[config.mk]
export PLATFORM = sky130hd
export DESIGN_NAME = lpht_mod
export DESIGN_NICKNAME = d
export VERILOG_FILES = /design/src/hdl/lpht_pkg.sv /design/src/hdl/lpht_mod.sv
export SDC_FILE = /design/constraint.sdc
export NUM_CORES = 1
export LEC_CHECK = 0
export BUFFER_PORTS_ARGS = -buffer_cell sky130_fd_sc_hd__buf_2
export CELL_PAD_IN_SITES_DETAIL_PLACEMENT = 0
export CELL_PAD_IN_SITES_GLOBAL_PLACEMENT = 1
export CORE_AREA = 2 2 44 46
export DETAILED_ROUTE_END_ITERATION = 16
export DIE_AREA = 0 0 46 48
export PLACE_DENSITY_LB_ADDON = 0.1
export SYNTH_ARGS = -nofsm -noshare
export SYNTH_HDL_FRONTEND = slang
export SYNTH_SLANG_ARGS = --single-unit
[constraint.sdc]
create_clock -name clk -period 1.7 [get_ports clk]
set_input_delay 0.51 -clock clk [delete_from_list [all_inputs] [get_ports clk]]
set_output_delay 0.51 -clock clk [all_outputs]
set_load 0.005 [all_outputs]
[src/hdl/lpht_pkg.sv]
package lpht_pkg;

  localparam int HASH_W = 32;
  localparam int KEY_IN_W = 32;
  localparam int OUT_W = 10;

  localparam logic [1:0] MODE_LOOKUP = 2'd0;
  localparam logic [1:0] MODE_INSERT = 2'd1;
  localparam logic [1:0] MODE_CLEAR  = 2'd2;

  localparam logic [1:0] ST_OK        = 2'd0;
  localparam logic [1:0] ST_NOT_FOUND = 2'd1;
  localparam logic [1:0] ST_DUPLICATE = 2'd2;
  localparam logic [1:0] ST_FULL      = 2'd3;

  localparam logic [OUT_W-1:0] MAX_ITEMS_RESET = 10'd768;

  typedef struct packed {
    logic key_we;
    logic used_we;
  } mem_ctl_t;

endpackage

[src/hdl/lpht_mod.sv]
module lpht_mod #(
  parameter int TABLE_SIZE = 1024
) (
  input  logic                          clk,
  input  logic                          rst,
  input  logic                          go,
  input  logic [lpht_pkg::HASH_W-1:0]   hash,
  output logic                          valid,
  output logic [$clog2(TABLE_SIZE)-1:0] home
);

  localparam int IW = $clog2(TABLE_SIZE);

  generate
    if ((1 << IW) == TABLE_SIZE) begin : g_pow2
      always_ff @(posedge clk) begin
        if (rst) begin
          valid <= 1'b0;
        end else if (go) begin
          valid <= 1'b1;
        end
      end

      always_ff @(posedge clk) begin
        if (go) begin
          home <= IW'(hash);
        end
      end
    end else begin : g_recip
      localparam int PW = 2 * lpht_pkg::HASH_W;
      localparam int SH = lpht_pkg::HASH_W + IW;
      localparam logic [63:0] RECIP =
        ((64'd1 << SH) + 64'(TABLE_SIZE) - 64'd1) / 64'(TABLE_SIZE);
      localparam logic [lpht_pkg::HASH_W-1:0] RECIP_LO = RECIP[lpht_pkg::HASH_W-1:0];
      localparam logic RECIP_HI = RECIP[lpht_pkg::HASH_W];
      localparam logic [IW-1:0] TS_LO = IW'(TABLE_SIZE);

      logic                        stage1;
      logic                        stage2;
      logic [lpht_pkg::HASH_W-1:0] hash_q;
      logic [PW-1:0]               prod_lo;
      logic [PW:0]                 prod;
      logic [IW-1:0]               quot;

      // quotient by reciprocal multiply, then hash minus quotient times size
      assign prod_lo = PW'(hash_q) * PW'(RECIP_LO);
      assign prod    = {1'b0, prod_lo} +
                       (RECIP_HI ? {1'b0, hash_q, {lpht_pkg::HASH_W{1'b0}}} : '0);

      always_ff @(posedge clk) begin
        if (rst) begin
          valid  <= 1'b0;
          stage1 <= 1'b0;
          stage2 <= 1'b0;
        end else begin
          stage1 <= go;
          stage2 <= stage1;
          if (go) begin
            valid <= 1'b0;
          end else if (stage2) begin
            valid <= 1'b1;
          end
        end
      end

      always_ff @(posedge clk) begin
        if (go) begin
          hash_q <= hash;
        end
        if (stage1) begin
          quot <= prod[SH +: IW];
        end
        if (stage2) begin
          home <= hash_q[IW-1:0] - quot * TS_LO;
        end
      end
    end
  endgenerate

endmodule

# After elaboration in Yosys (flattened, before gate mapping)
# Index checks and enable logic that the tools add are counted.
[word_totals]
ff_bits = 11
output_inout_bits = 11
elab_cells = 2

# Logic depth before layout (Yosys ltp)
[depth]
depth_word = 0
mapped_depth = 1
mapped_depth_nobuf = 1

# Worst setup path before layout
# Ideal clock, no wire load.
[synth_timing]
kind = "register to output"
startpoint = "register home[0]"
endpoint = "output port home[0]"
arrival_ns = 0.355
setup_slack_ns = 0.835
stages_incl_launch_ff = 1
n_path_buf = 0
cell_sequence = "edfxtp_1"
[synth_lines]
columns = ["element", "line", "text"]
rows = [
  ["start, declared", "lpht_mod.sv:9", "output logic [$clog2(TABLE_SIZE)-1:0] home"],
  ["start signal, assigned", "lpht_mod.sv:26", "home <= IW'(hash);"],
]
# No word-level cell between the ends.

# Worst setup path after layout
[layout_timing]
startpoint = "register home[1]"
endpoint = "output port home[1]"
# No word-level cell between the ends.

==> impl_metrics.csv <==
group,metric,value,unit
die,fp.dieH,48,µm
setup_path,path_cells,"buf_2",
layout,final_common_cell,"buf_2",
clock_tree,insertion_delay,0.26,ns
layout,fin_nets,75,
clock_tree,cts_tree,"done",
global_routing,grt_remaining_overflow,0,
route,drtPass1Iterations,1,
layout,drive_above_1_share,66.7,%
clock_tree,h-tree-depth,1,
clock_tree,cts_buffers,3,
min_path,hp-class,"in -> reg",
sta,fin_setup_tns,0,ns
global_routing,grt_max_degree,12,
die,start_util,19.6,%
placed_design,place_ws,0.623,ns
yosys,synth_top_family_by_area,"compound AO/OA/AOI/OAI gates",
setup_path,crit_slowest_cell,"edfxtp_1",
die,die-width,46,µm
clock_tree,cts.path.max_buffers,2,
pwr,cellPowerDensity,1080,nW/µm²
setup_path,critical_path.top_delay_family,"flip-flops",
sta,fin_ws,0.435,ns
clock_tree,cts_num_sinks,11,
sta,max_slew_margin,83.6,%
route,drt_iter0_markers,0,
pwr,power,531,µW
sta,min_period_over_period,74.4,%
route,vias_per_cell,3.71,
yosys,synth_fp_nets,47,
sta,setup_viol,0,
setup_path,arrival,0.76,ns
layout,stdcell_area,493,µm²
yosys,muxShareOfSynthArea,0,%
die,die-area,2210,µm²
route,routed_wirelength,581,µm
route,postRouteAntennaNets,0,
yosys,synth-xor-area-share,0,%
setup_path,critPathLaunchType,"register",
yosys,synth_compound_area_share,3.03,%
layout,fill_cells,190,
status,status,"finished clean",
yosys,synth_cell_types,3,
clock_tree,cts_root_buf,"clkbuf_4",
sta,worst_pin_slew,0.246,ns
global_routing,antenna_found_initial,0,
yosys,synthSimpleGateAreaFrac,0,%
global_routing,first_global_vias,231,
clock_tree,holdBufCountCts,0,
die,core_area,1690,µm²
route,wire_per_inst,10.4,µm
yosys,postSynthAreaPerCell,27.5,µm²
yosys,seq_area_frac_synth,97.0,%
sta,fmax,790,MHz
yosys,synthAdderAreaFrac,0,%
setup_path,crit_fanout,1,
clock_tree,cts.reportedPaths.clkPinSlew,0.07,ns
sta,rsz0062_at_grt,"false",
yosys,synth-seq-cells,11,
placed_design,dpl-instance-area,467,µm²
setup_path,path_buf_inv,1,
yosys,syn_area,330,µm²
pwr,vdd_drop_max,0.000350,V
sta,finClkSkew,0,ns
global_routing,grtUsageTotal,6.31,%
setup_path,critPathRequiredTime,1.19,ns
clock_tree,cts_resized,0,
sta,fin_crit,1.27,ns
route,dr_total_vias,208,
setup_path,slowest_delay,0.36,ns
layout,final_cell_mix,"23 x buf_2, 10 x edfxtp_1, 3 x clkbuf_4",
route,drc,0,
pwr,power_leakage,0.000220,µW
flow_run,cap_viol_max_count,0,
yosys,syn-instance-count,12,
sta,drv_slew,0,
clock_tree,post_cts_buffers,0,
placed_design,io_buffers,23,
setup_path,worst_setup_path_end_kind,"output pin",
yosys,yosysWarnings,0,
placed_design,place_congestion,0.575,
die,io-pin-count,46,
global_routing,grt_pass1_wl,876,µm
sta,hold_violations,0,
setup_path,crit_type,"reg -> out",
die,core.rowCount,15,
layout,antenna_cells,0,
layout,syn_to_final_growth,49.2,%
## worst paths after layout
kind | startpoint | endpoint | slack (ns) | cells after the start
hold reg to reg | valid | valid | 0.47 | 1
setup / recovery | home[1] | home[1] | 0.43 | 1
hold / removal | hash[1] | home[1] | 0.42 | 1
setup reg to reg | valid | valid | 1.12 | 1
## report_power, final
| group | leakage [µW] | switching (µW) | internal (µW) |
|---|---|---|---|
| Combinational | 0.0000990 | 17.9 | 23.6 |
| Sequential | 0.000106 | 4.27 | 318 |
| Clock | 0.0000150 | 76.7 | 90.5 |
## registers in the layout (all words and copies together), names as in the netlist
name,flops
home,10
valid,1
## per-stage QoR
| step | util (%) | instances | hold WS (ns) |
|---|---|---|---|
| floorplan | - | 12 | 0.472 |
| global placement | 27.6 | 52 | 0.451 |
| detailed placement | 27.6 | 52 | 0.463 |
| CTS | 29.2 | 56 | 0.410 |
| global route | 29.2 | 56 | 0.410 |
| finish | 29.2 | 56 | 0.423 |
## logic make-up after synthesis
group              after synthesis
DFF                             11
AOI/OAI and AO/OA                1
## Yosys cell counts
cell type | count | area, µm²
edfxtp_1 | 10 | 300
dfxtp_1 | 1 | 20.0
o21ba_1 | 1 | 10.0
## layer usage
metal  vias up  wire length, µm  GRT usage, %
li1        102                -             -
met1        92              197          4.91
met2        14              319          11.4
met3         0               64          3.40
met4         0                0          5.14
met5         -                0             0
## area by class of cell
class / instances / area (µm²) / area share (%)
timing repair buffer: 23 / 115 / 23.4
multi-input combinational: 1 / 10.0 / 2.03
sequential: 11 / 320 / 65.0
tap: 17 / 21.3 / 4.31
clock buffer: 4 / 26.3 / 5.33
(Power assumes the default switching activity.)
